File: config.mk
export PLATFORM = sky130hd
export DESIGN_NAME = lphc_ctrl
export DESIGN_NICKNAME = d
export VERILOG_FILES = /design/src/hdl/lphc_pkg.sv /design/src/hdl/lphc_ctrl.sv
export SDC_FILE = /design/constraint.sdc
export NUM_CORES = 1
export LEC_CHECK = 0
export ABC_AREA = 1
export BUFFER_PORTS_ARGS = -buffer_cell sky130_fd_sc_hd__buf_4
export CAP_MARGIN = 15
export CORE_AREA = 8 8 45 47
export CTS_CLUSTER_SIZE = 20
export DETAILED_ROUTE_END_ITERATION = 8
export DIE_AREA = 0 0 53 55
export GPL_TIMING_DRIVEN = 0
export SLEW_MARGIN = 20
export SYNTH_ARGS = -nofsm -noshare
export SYNTH_HDL_FRONTEND = slang
export SYNTH_SLANG_ARGS = --single-unit
File: constraint.sdc
create_clock -name i_clk -period 1.2 [get_ports i_clk]
set_input_delay 0.24 -clock i_clk [delete_from_list [all_inputs] [get_ports i_clk]]
set_output_delay 0.24 -clock i_clk [all_outputs]
set_load 0.01 [all_outputs]
File: src/hdl/lphc_pkg.sv
// Shared types, constants and helper functions for the linear probe hash cache.
package lphc_pkg;

    // Table geometry; the depth is a power of two so the home slot is a mask of the hash
    localparam int TABLE_DEPTH = 256;
    localparam int KEY_BYTES   = 8;
    localparam int IDX_W       = $clog2(TABLE_DEPTH);
    localparam int SLOT_W      = 8;

    // djb2 hash setup: every byte of both 8-byte key words is walked, zeros skipped
    localparam logic [63:0] HASH_START = 64'd5381;
    localparam int          HASH_SHIFT = 5;
    localparam int          HASH_STEPS = 16;
    localparam int          STEP_W     = $clog2(HASH_STEPS);

    // One stored entry: {payload, second key, first key}
    localparam int ENTRY_W = 192;

    typedef enum logic [1:0] {
        OP_LOOKUP = 2'd0,
        OP_INSERT = 2'd1,
        OP_CLEAR  = 2'd2
    } t_opcode;

    typedef enum logic [1:0] {
        ST_OK        = 2'd0,
        ST_NOT_FOUND = 2'd1,
        ST_FULL      = 2'd2,
        ST_NOT_INIT  = 2'd3
    } t_status;

    typedef enum logic [1:0] {
        S_IDLE,
        S_HASH,
        S_PROBE_RD,
        S_PROBE_CHK
    } t_state;

    // Input beat
    typedef struct packed {
        logic [1:0]  opcode;
        logic [63:0] first_key;
        logic [63:0] second_key;
        logic [63:0] payload_in;
    } t_in;

    // Result beat
    typedef struct packed {
        logic [1:0]  status;
        logic [63:0] payload_out;
        logic [7:0]  slot;
    } t_out;

    // Controller to datapath commands
    typedef struct packed {
        logic    load;
        logic    clear;
        logic    hash_step;
        logic    rd_en;
        logic    advance;
        logic    wr_en;
        logic    finish;
        t_status fin_status;
        logic    fin_payload;
        logic    fin_slot;
    } t_ctl_cmd;

    // Datapath to controller status
    typedef struct packed {
        logic ready;
        logic hash_last;
        logic occupied;
        logic match;
        logic lap_last;
    } t_ctl_sts;

    // Keep the bytes before the first zero, at most KEY_BYTES of them
    function automatic logic [63:0] trim_key(input logic [63:0] raw);
        logic [63:0] kept;
        logic        alive;
        kept  = '0;
        alive = 1'b1;
        for (int n = 0; n < 8; n++) begin
            if (alive && (n < KEY_BYTES) && (raw[8*n +: 8] != 8'd0)) begin
                kept[8*n +: 8] = raw[8*n +: 8];
            end else begin
                alive = 1'b0;
            end
        end
        return kept;
    endfunction

    // Low bits of a slot index for the result field
    function automatic logic [SLOT_W-1:0] to_slot(input logic [IDX_W-1:0] idx);
        logic [31:0] wide;
        wide = 32'(idx);
        return wide[SLOT_W-1:0];
    endfunction

endpackage

File: src/hdl/lphc_ctrl.sv
// Operation sequencer: decode, hash walk, probe loop and result issue.
module lphc_ctrl import lphc_pkg::*; (
    input  logic       i_clk,
    input  logic       i_rst_n,
    input  logic       start,
    input  logic [1:0] i_opcode,
    input  t_ctl_sts   i_sts,
    output t_ctl_cmd   o_cmd,
    output logic       o_busy
);

    t_state r_state, n_state;
    logic   r_insert, n_insert;

    // State registers
    always_ff @(posedge i_clk) begin
        if (!i_rst_n) begin
            r_state  <= S_IDLE;
            r_insert <= 1'b0;
        end else begin
            r_state  <= n_state;
            r_insert <= n_insert;
        end
    end

    // Next state
    always_comb begin
        n_state  = r_state;
        n_insert = r_insert;
        case (r_state)
            S_IDLE: begin
                if (start) begin
                    n_insert = (i_opcode == OP_INSERT);
                    if (((i_opcode == OP_LOOKUP) || (i_opcode == OP_INSERT)) && i_sts.ready) begin
                        n_state = S_HASH;
                    end
                end
            end
            S_HASH: begin
                if (i_sts.hash_last) begin
                    n_state = S_PROBE_RD;
                end
            end
            S_PROBE_RD: begin
                n_state = S_PROBE_CHK;
            end
            S_PROBE_CHK: begin
                if (!i_sts.occupied || i_sts.lap_last || (!r_insert && i_sts.match)) begin
                    n_state = S_IDLE;
                end else begin
                    n_state = S_PROBE_RD;
                end
            end
            default: begin
                n_state = S_IDLE;
            end
        endcase
    end

    // Command outputs
    always_comb begin
        o_cmd            = '0;
        o_cmd.fin_status = ST_OK;
        case (r_state)
            S_IDLE: begin
                if (start) begin
                    o_cmd.load = 1'b1;
                    case (i_opcode)
                        OP_CLEAR: begin
                            o_cmd.clear  = 1'b1;
                            o_cmd.finish = 1'b1;
                        end
                        OP_LOOKUP, OP_INSERT: begin
                            if (!i_sts.ready) begin
                                o_cmd.finish     = 1'b1;
                                o_cmd.fin_status = ST_NOT_INIT;
                            end
                        end
                        default: begin
                            // unused code: report done, leave the table alone
                            o_cmd.finish = 1'b1;
                        end
                    endcase
                end
            end
            S_HASH: begin
                o_cmd.hash_step = 1'b1;
            end
            S_PROBE_RD: begin
                o_cmd.rd_en = 1'b1;
            end
            S_PROBE_CHK: begin
                if (r_insert) begin
                    if (!i_sts.occupied) begin
                        o_cmd.wr_en    = 1'b1;
                        o_cmd.finish   = 1'b1;
                        o_cmd.fin_slot = 1'b1;
                    end else if (i_sts.lap_last) begin
                        o_cmd.finish     = 1'b1;
                        o_cmd.fin_status = ST_FULL;
                    end else begin
                        o_cmd.advance = 1'b1;
                    end
                end else begin
                    if (!i_sts.occupied) begin
                        o_cmd.finish     = 1'b1;
                        o_cmd.fin_status = ST_NOT_FOUND;
                    end else if (i_sts.match) begin
                        o_cmd.finish      = 1'b1;
                        o_cmd.fin_payload = 1'b1;
                        o_cmd.fin_slot    = 1'b1;
                    end else if (i_sts.lap_last) begin
                        o_cmd.finish     = 1'b1;
                        o_cmd.fin_status = ST_NOT_FOUND;
                    end else begin
                        o_cmd.advance = 1'b1;
                    end
                end
            end
            default: begin
                o_cmd = '0;
            end
        endcase
    end

    assign o_busy = (r_state != S_IDLE);

endmodule

==> Flow_metrics.wiki, run 1 <==
{| class="wikitable"
! Metric !! Value
|-
| Setup repair after global routing missed its margin || true
|-
| Worst-path maximum fanout || 4
|-
| Antenna violations before repair || 0
|-
| Critical Path Most Common Cell || inv_4
|-
| Sequential cell area fraction in the yosys report || 0.1708
|-
| Outcome || finished, violations left
|-
| Post-synthesis instance total || 61
|-
| Worst ir drop on vdd || 0.0008949 V
|-
| Horizontal extent of the die || 53 µm
|-
| Effective utilization at floorplan || 0.2541
|-
| Delay contributed by the slowest stage of the critical path || 340 ps
|-
| Proportion of layout cells with a drive suffix above 1 || 0.6598
|-
| Number of warning messages in the yosys log || 0
|-
| Drt wl/cell || 10.25 µm
|-
| Least setup slack across all paths after layout || -362.8 ps
|-
| Pre-CTS setup slack || -150.2 ps
|-
| Data required, critical path || 960 ps
|-
| Vias || 477
|-
| Distinct cell type count after synthesis || 15
|-
| Crit path launch || r_state[0]
|-
| Global placer's final weighted congestion || 0.7355
|-
| Violated checks || setup timing
|-
| Maximum frequency from static timing analysis || 0.6399 GHz
|-
| Net total in the final layout || 113
|-
| Critical Path End Type || output pin
|-
| Count of buffers inserted at the top-level ports || 21
|-
| Synth Register Bits || 3
|-
| Slack of the worst reg-to-reg path || -10 ps
|-
| Relative area change from synthesis to final layout || 124.2%
|-
| Worst hold path stage count || 3
|-
| Worst rel slew slack || 0.8731
|-
| Final worst path period share || 1.302
|-
| Cell with the most instances after synthesis || nand2_1
|-
| Endpoint of the worst-slack reg-to-reg timing path || r_state[1]
|-
| Chip height || 55 µm
|-
| Proportion of register bits with asynchronous set or reset after synthesis || 0
|-
| Via count of the first global-routing pass || 477
|-
| Layout Utilization || 0.5696
|-
| Post-detailed-route via-to-cell ratio || 4.221
|-
| Number of rows in the core area || 14
|-
| Startpoint of the lowest-slack register-to-register path || r_state[0]
|-
| Slowest cell on the critical path || dfxtp_4
|-
| Clk slew on worst S/H paths || 30 ps
|-
| First DRT Iteration DRCs || 8
|-
| Number of DRC violations after detailed routing || 0
|-
| H-tree level count || 1
|-
| Layout Skew || 2.154 ps
|-
| Total length of routed wires || 1.158 mm
|-
| Critical hold path startpoint || i_rst_n
|-
| Inserted Clock Buffers || 3
|-
| Startpoint class of the critical path || flop
|-
| Post-Synthesis Net Count || 76
|-
| Cell family with the largest share of critical-path delay || buffers and inverters
|-
| Top cell type's share of synthesized area || 0.2135
|-
| Wire length of the first global-routing pass || 1.745 mm
|-
| Biggest area contributors in the synthesized netlist || nand2_1 21%, ha_1 18%, dfxtp_1 17%, nor2_1 9.6%, inv_1 7.5%
|-
| Detail Route Antenna Nets || 0
|-
| Clock Latency Late Sink || 230 ps
|-
| Clock root buffer || clkbuf_4
|-
| Core ar. || 1384 µm²
|-
| Tightest hold margin || 262.0 ps
|-
| Tightest Pin Transition || 189.7 ps
|-
| Type of the worst setup path || reg -> out
|-
| Buffers and inverters on the worst path || 4
|-
| Max-capacitance violation count || 0
|-
| Arr. time, crit path || 1320 ps
|-
| Number of enable-type register cells in the synthesized netlist || 0
|-
| Hold Violations, Final || 0
|-
| P_leak || 0.0003896 µW
|-
| Setup tns final || -3058 ps
|-
| Total standard cell area after synthesis || 351.6 µm²
|-
| CTS tree || built
|-
| Cell area power density || 1931 nW/µm²
|-
| Antenna diode count || 0
|-
| Library cell with the largest summed area after synthesis || nand2_1
|-
| Final setup violation count || 13
|-
| Synthesized area per cell || 5.764 µm²
|-
| Reg2Reg Depth || 8
|-
| Die outline area || 2915 µm²
|-
| Largest buffer count on any clock path || 2
|-
| Most used flip-flop cell after synthesis || dfxtp_1
|-
| Final number of max-transition violations || 0
|-
| List of most frequent post-synthesis cells || 20 x nand2_1, 9 x nor2_1, 7 x inv_1
|-
| Maximum number of pins on one net before global-route repair || 6
|-
| Number of ports placed on the die boundary || 22
|-
| Series of cell instances along the critical path || buf_6 -> inv_4 -> ha_4 -> nand2_4 -> inv_4 -> nand2_2 -> a21oi_2 -> buf_4
|-
| Hpwl dp || 837 µm
|-
| Final critical path time including I/O delays and setup || 1563 ps
|-
| Clock sinks || 3
|-
| GRT Resource Usage Total || 0.07919
|-
| Min-Delay Endpoint || r_state[0]
|-
| Number of search-and-repair iterations in the first detailed-routing pass || 4
|-
| Class of the tightest hold or removal check || in -> reg
|-
| Global-route congestion overflow total || 0
|}
==> stage by stage <==
| stage | total power, µW | cells | instance area (µm²) |
|---|---|---|---|
| finish | 1522 | 113 | 788.3 |
| global route | 1661 | 113 | 788.3 |
| CTS | 1440 | 112 | 742.0 |
| detailed placement | 903.7 | 98 | 571.8 |
| global placement | 901.6 | 98 | 571.8 |
| floorplan | 657.5 | 61 | 394.1 |
==> tightest hold or removal path, cell delays in order <==
cell     delay [ps]
buf_4           120
nand2_1          60
nor2_1           30
==> worst max path at each step <==
stage / endpoint / slack (ps) / cells after the start
CTS: o_cmd[2] / -340 / 8
global placement: o_cmd[2] / -130 / 8
global route: o_cmd[2] / -460 / 8
finish: o_cmd[4] / -360 / 8
detailed placement: o_cmd[2] / -150 / 8
floorplan: o_cmd[2] / -5 / 7
==> per-layer routing <==
metal	up-vias	wire length (µm)	global-route usage	part of all wire
met3	0	71	0.01872	0.061
met5	-	0	0	0
li1	263	-	-	-
met1	206	428	0.07284	0.37
met4	0	0	0.06466	0
met2	8	658	0.1465	0.57
==> power breakdown <==
group          switching (µW)  internal, µW  total [µW]
Combinational             518           632        1150
Sequential               47.4           153         201
Clock                    47.5           124         172
==> cell families after synthesis <==
kind of cell             Yosys count  share of synthesized area
buffers and inverters             11                     0.1174
AO/OA/AOI/OAI                      5                    0.08541
AND/OR/NAND/NOR                   37                     0.4484
adder cells (fa/ha/maj)            5                     0.1779
flip-flops                         3                     0.1708
==> flip-flops by register name, indices dropped and copies added, names as in the netlist <==
signal / flops
r_state: 2
r_insert: 1
==> cell usage in the layout (no fill, tap or decap), drive strengths merged <==
| cell type | instances |
|---|---|
| ha | 5 |
| nor3 | 2 |
| dfxtp | 3 |
| clkbuf | 4 |
| nand3 | 3 |
| nand2 | 21 |
| o22ai | 1 |
| a21oi | 4 |
| nor2 | 10 |
| clkinv | 1 |
| nand4 | 1 |
| inv | 10 |
| buf | 32 |
==> final cells by class <==
cell class,instances,area [µm²]
repair buffers,32,277.8
well taps,16,20.02
multi-input cells,47,347.8
fillers,138,595.6
clock buffers,4,26.28
flip-flops and latches,3,67.56
inverters,11,48.80
==> timing repair <==
action / CTS / global route
pin swaps: 6 / 8
hold buffers: 0 / 0
gates cloned: 0 / 0
resized for setup: 19 / 13
setup buffers: 10 / 4
setup endpoints to repair: 12 / 14
No activity file was read; power rests on OpenSTA's default activity.
==> run 2, diff against run 1 <==
CTS_BUF_LIST = sky130_fd_sc_hd__clkbuf_2   (was unset)
==> Flow_metrics.wiki, run 2 (same netlist as run 1, synthesis figures left out) <==
{| class="wikitable"
! Metric !! Value
|-
| Critical Path End Type || output pin
|-
| Arr. time, crit path || 1320 ps (about the same)
|-
| Number of DRC violations after detailed routing || 0 (unchanged)
|-
| Core ar. || 1384 µm² (unchanged)
|-
| Via count of the first global-routing pass || 479 (+0.42%)
|-
| Number of rows in the core area || 14 (unchanged)
|-
| Wire length of the first global-routing pass || 1.745 mm (unchanged)
|-
| Effective utilization at floorplan || 0.2541 (unchanged)
|-
| Final number of max-transition violations || 0 (unchanged)
|-
| Least setup slack across all paths after layout || -358.5 ps (+4.235 ps)
|-
| Tightest hold margin || 290.2 ps (+28.24 ps)
|-
| First DRT Iteration DRCs || 8 (unchanged)
|-
| Final critical path time including I/O delays and setup || 1559 ps (-4.235 ps)
|-
| Relative area change from synthesis to final layout || 127.8%
|-
| H-tree level count || 1 (unchanged)
|-
| Number of hold buffers added after cts || 0 (unchanged)
|-
| Proportion of layout cells with a drive suffix above 1 || 0.6701 (+0.01031)
|-
| Drt wl/cell || 10.45 µm (+2.0%)
|-
| Hold Violations, Final || 0 (unchanged)
|-
| GRT Resource Usage Total || 0.07919 (unchanged)
|-
| Slowest cell on the critical path || dfxtp_4
|-
| Startpoint class of the critical path || flop
|-
| Violated checks || setup timing
|-
| Horizontal extent of the die || 53 µm (unchanged)
|-
| Net total in the final layout || 113 (unchanged)
|-
| Leading cell type in the layout, fill and taps excluded || buf_4
|-
| Total length of routed wires || 1.181 mm (+2.0%)
|-
| Inserted Clock Buffers || 3 (unchanged)
|-
| Number of ports placed on the die boundary || 22 (unchanged)
|-
| Maximum frequency from static timing analysis || 0.6416 GHz (+0.27%)
|-
| Detail Route Antenna Nets || 0 (unchanged)
|-
| Global-route congestion overflow total || 0 (unchanged)
|-
| Largest register by flop count || r_state
|-
| CTS tree || built
|-
| Largest registers in the final layout || r_state: 2 flops, r_insert: 1 flops
|-
| Outcome || finished, violations left
|-
| Clock Latency Late Sink || 200 ps (-30 ps)
|-
| Class of the tightest hold or removal check || in -> reg
|-
| Final setup violation count || 13 (unchanged)
|-
| Worst rel slew slack || 0.8722 (about the same)
|-
| Maximum number of pins on one net before global-route repair || 6 (unchanged)
|-
| Worst-path maximum fanout || 4 (unchanged)
|-
| Clock sinks || 3 (unchanged)
|-
| Layout Skew || 1.968 ps (-0.1858 ps)
|-
| Most used cells in the layout excluding fill and tap cells || 22 x buf_4, 16 x nand2_1, 9 x buf_6
|-
| Area post-placement || 571.8 µm² (unchanged)
|-
| Number of search-and-repair iterations in the first detailed-routing pass || 4 (unchanged)
|-
| Post-detailed-route via-to-cell ratio || 4.230 (+0.21%)
|-
| Cell area power density || 1954 nW/µm² (+1.2%)
|-
| Die outline area || 2915 µm² (unchanged)
|-
| Final-layout fill cell count || 134 (-2.9%)
|-
| Global placer's final weighted congestion || 0.7355 (unchanged)
|-
| Setup repair after global routing missed its margin || true
|-
| Largest buffer count on any clock path || 2 (unchanged)
|-
| Worst ir drop on vdd || 0.0009786 V (+9.3%)
|-
| Type of the worst setup path || reg -> out
|-
| Max-capacitance violation count || 0 (unchanged)
|-
| Series of cell instances along the critical path || buf_12 -> clkinv_8 -> ha_4 -> nand2_4 -> inv_4 -> nand2_2 -> a21oi_2 -> buf_4
|-
| Layout Utilization || 0.5787 (+0.009042)
|-
| Chip height || 55 µm (unchanged)
|-
| Number of standard cells in the layout, taps in and fillers out || 113 (unchanged)
|-
| Tightest Pin Transition || 190.9 ps (+1.222 ps)
|-
| Count of buffers inserted at the top-level ports || 21 (unchanged)
|-
| Post-route cell area || 800.8 µm² (+1.6%)
|-
| Delay contributed by the slowest stage of the critical path || 350 ps (about the same)
|-
| Final worst path period share || 1.299 (-0.003529)
|-
| P_leak || 0.0003965 µW (+1.8%)
|-
| Hpwl dp || 837 µm (unchanged)
|-
| Clock root buffer || clkbuf_2
|-
| Max FFs per register || 2 (unchanged)
|-
| Instance count after placement with tap cells included || 98 (unchanged)
|-
| Antenna violations before repair || 0 (unchanged)
|-
| Setup tns final || -2911 ps (+146.7 ps)
|-
| Antenna diode count || 0 (unchanged)
|-
| Clk slew on worst S/H paths || 40 ps (about the same)
|-
| Data required, critical path || 960 ps (about the same)
|-
| Vias || 478 (+0.21%)
|}
## run 2: cell count changes in the layout (fill, tap and decap cells not counted)
cell and delta:
clkbuf_2 +4, clkbuf_4 -3, buf_12 +1, clkbuf_1 -1
inv_4 -1, buf_6 -1, clkinv_8 +1
## run 2: final cells by class
class                   count  area (µm²)  area share
multi-input cells          47       347.8      0.4344
well taps                  16       20.02     0.02500
repair buffers             32       286.5      0.3578
clock buffers               4       20.02     0.02500
flip-flops and latches      3       67.56     0.08438
inverters                  11       58.81     0.07344
## run 2: through the flow
step	setup WS (ps)	total power (µW)
after floorplan	-5.287	657.5
after global placement	-129.3	901.6
after detailed placement	-150.2	903.7
after CTS	-323.7	1404
after global routing	-442.1	1703
final	-358.5	1565
## run 2: final timing paths
kind | slack [ps] | cells after the start | end | start
worst max-delay path | -360 | 8 | o_cmd[4] | r_state[0]
worst min-delay path | 290 | 3 | r_state[0] | i_rst_n
worst max register to register | -40 | 8 | r_state[1] | r_state[0]
worst min register to register | 500 | 2 | r_insert | r_insert
## run 2: metal layers
layer,wire [µm],vias to the layer above,GRT usage
met5,0,-,0
met4,0,0,0.06466
met3,71,0,0.01872
met2,697,8,0.1465
met1,412,204,0.07284
li1,-,266,-
## run 2: where the power goes
group / total (µW) / leakage, µW / switching, µW / internal [µW]
clock: 137 / 0.0000166 / 48.8 / 87.9
combinational: 1220 / 0.000354 / 545 / 675
sequential: 208 / 0.0000261 / 54.2 / 153
## run 2: timing repair
item,CTS,global route
buffers inserted,10,3
setup endpoints to repair,12,14
gates resized for setup,19,15
cloned,0,0
pin swaps,6,8
## run 2: critical path: cells and delay by family, from the launching register on
family | cells | cell delay, ps
flops | 1 | 350
fa+ha+maj | 1 | 140
buf+inv | 4 | 380
simple gates | 2 | 120
compound gates | 1 | 130
==> run 3, diff against run 2 <==
PLACE_DENSITY = 0.59   (was unset)
==> Flow_metrics.wiki, run 3 (same netlist as run 1, synthesis figures left out) <==
{| class="wikitable"
! Metric !! Value
|-
| Vias || 485 (+1.5%)
|-
| Least setup slack across all paths after layout || -287.0 ps (+71.48 ps)
|-
| Layout Skew || 3.607 ps (+1.639 ps)
|-
| Pre-CTS setup slack || -144.1 ps (+6.088 ps)
|-
| Reg2Reg Depth || 7 (-1)
|-
| Proportion of layout cells with a drive suffix above 1 || 0.6667 (-0.003436)
|-
| Horizontal extent of the die || 53 µm (unchanged)
|-
| First DRT Iteration DRCs || 5 (-3)
|-
| Endpoint of the worst-slack reg-to-reg timing path || r_state[0]
|-
| Hold Violations, Final || 0 (unchanged)
|-
| Outcome || finished, violations left
|-
| Clock Latency Late Sink || 190 ps (about the same)
|-
| Final setup violation count || 12 (-1)
|-
| Final number of max-transition violations || 0 (unchanged)
|-
| Global-route congestion overflow total || 0 (unchanged)
|-
| Tightest Pin Transition || 188.2 ps (-2.699 ps)
|-
| Instance count after placement with tap cells included || 98 (unchanged)
|-
| Leading cell type in the layout, fill and taps excluded || buf_4
|-
| Class of the tightest hold or removal check || in -> reg
|-
| Antenna diode count || 0 (unchanged)
|-
| Number of ports placed on the die boundary || 22 (unchanged)
|-
| Inserted Clock Buffers || 3 (unchanged)
|-
| Post-layout total power || 1470 µW (-6.0%)
|-
| Die outline area || 2915 µm² (unchanged)
|-
| Worst rel slew slack || 0.8740 (+0.001806)
|-
| Number of DRC violations after detailed routing || 0 (unchanged)
|-
| Clock root buffer || clkbuf_2
|-
| Count of buffers inserted at the top-level ports || 21 (unchanged)
|-
| Critical Path End Type || output pin
|-
| Largest register by flop count || r_state
|-
| Maximum frequency from static timing analysis || 0.6725 GHz (+4.8%)
|-
| Startpoint of the lowest-slack register-to-register path || r_state[1]
|-
| Core ar. || 1384 µm² (unchanged)
|-
| Via count of the first global-routing pass || 467 (-2.5%)
|-
| Largest buffer count on any clock path || 2 (unchanged)
|-
| Post-detailed-route via-to-cell ratio || 4.330 (+2.4%)
|-
| Max-capacitance violation count || 0 (unchanged)
|-
| Global placer's final weighted congestion || 0.7059 (-4.0%)
|-
| Number of search-and-repair iterations in the first detailed-routing pass || 3 (-1)
|-
| Layer with the highest usage after global routing || met2
|-
| Maximum number of pins on one net before global-route repair || 6 (unchanged)
|-
| Slack of the worst reg-to-reg path || 50 ps (+90 ps)
|-
| Layout Utilization || 0.5579 (-0.02080)
|-
| Arr. time, crit path || 1250 ps (-70 ps)
|-
| Violated checks || setup timing
|-
| Largest registers in the final layout || r_state: 2 flops, r_insert: 1 flops
|-
| Cell area power density || 1904 nW/µm² (-2.5%)
|-
| Critical hold path startpoint || i_rst_n
|-
| Worst ir drop on vdd || 0.001181 V (+21%)
|-
| Setup repair after global routing missed its margin || true
|-
| Drt wl/cell || 10.12 µm (-3.2%)
|-
| GR Layer Usage met1 || 0.07576 (+0.002920)
|-
| Clk slew on worst S/H paths || 40 ps (about the same)
|-
| Chip height || 55 µm (unchanged)
|-
| Most used cells in the layout excluding fill and tap cells || 24 x buf_4, 15 x nand2_1, 7 x nor2_1, 7 x buf_6, 5 x inv_2
|-
| Flip-flop and latch area || 67.56 µm² (unchanged)
|-
| Footprint of the multi-input gates || 356.6 µm² (+2.5%)
|-
| Final critical path time including I/O delays and setup || 1487 ps (-71.48 ps)
|-
| Clock sinks || 3 (unchanged)
|-
| Total length of routed wires || 1.133 mm (-4.1%)
|-
| GR Util met3 || 0.04278 (+0.02406)
|-
| Type of the worst setup path || reg -> out
|-
| GRT Resource Usage Total || 0.07697 (-0.002227)
|-
| Detail Route Antenna Nets || 0 (unchanged)
|-
| Worst-path maximum fanout || 3 (-1)
|-
| GR Layer Usage met2 || 0.1465 (unchanged)
|-
| Relative area change from synthesis to final layout || 119.6%
|-
| Antenna violations before repair || 0 (unchanged)
|-
| Worst hold path stage count || 3 (unchanged)
|-
| Hpwl dp || 822.3 µm (-1.8%)
|-
| Data required, critical path || 960 ps (about the same)
|-
| Number of hold buffers added after cts || 0 (unchanged)
|-
| Net total in the final layout || 112 (-0.88%)
|-
| Startpoint class of the critical path || flop
|-
| Max FFs per register || 2 (unchanged)
|-
| P_leak || 0.0003859 µW (-2.7%)
|-
| Number of standard cells in the layout, taps in and fillers out || 112 (-0.88%)
|-
| Wire length of the first global-routing pass || 1.731 mm (-0.80%)
|-
| Final-layout fill cell count || 134 (unchanged)
|-
| Number of rows in the core area || 14 (unchanged)
|-
| H-tree level count || 1 (unchanged)
|-
| Min-Delay Endpoint || r_state[1]
|-
| Final worst path period share || 1.239 (-0.05957)
|-
| Effective utilization at floorplan || 0.2541 (unchanged)
|-
| CTS tree || built
|}
==> run 3: layout make-up <==
class | instances | area share
tap | 16 | 0.02593
sequential | 3 | 0.08752
multi-input combinational | 47 | 0.4619
clock buffer | 4 | 0.02593
timing repair buffer | 31 | 0.3355
inverter | 11 | 0.06321
==> run 3: how the worst max path moves through the flow <==
stage	startpoint	cells after the start	slack (ps)	end
floorplan	r_state[1]	7	-5	o_cmd[2]
global placement	r_state[1]	8	-130	o_cmd[2]
detailed placement	r_state[1]	8	-140	o_cmd[2]
CTS	r_state[0]	8	-300	o_cmd[2]
global route	r_state[1]	8	-400	o_cmd[2]
finish	r_state[1]	8	-290	o_cmd[2]
==> run 3: layer usage <==
layer	up-vias	share of wire
li1	259	-
met1	215	0.40
met2	11	0.53
met3	0	0.070
met4	0	0
met5	-	0
==> run 3: worst max-delay path: stages, from the launching register on <==
cell and delay [ps]:
dfxtp_4 370, ha_4 140, inv_2 30, nor2_2 70
inv_2 40, nor2_2 90, nand2_1 70, a21oi_2 110
buf_4 130
==> run 3: through the flow <==
stage	hold slack (ps)	setup TNS (ps)	instance area (µm²)
finish	294.0	-2086	772.0
global route	289.3	-2933	772.0
CTS	279.1	-2390	730.7
detailed placement	474.0	-325.4	571.8
global placement	486.1	-294.7	571.8
floorplan	353.0	-5.728	394.1
==> run 3: power by group <==
group          leakage [µW]  switching [µW]  internal, µW
Sequential        0.0000261            59.1           154
Combinational      0.000343             514           609
Clock             0.0000166            46.4          87.9
Total              0.000386             620           850
==> run 3: timing repair <==
action / 4_1_cts / 5_1_grt
hold endpoints to repair: 0 / 0
setup buffers: 10 / 2
resized for setup: 18 / 13
setup endpoints to repair: 12 / 14
pin swaps: 3 / 11
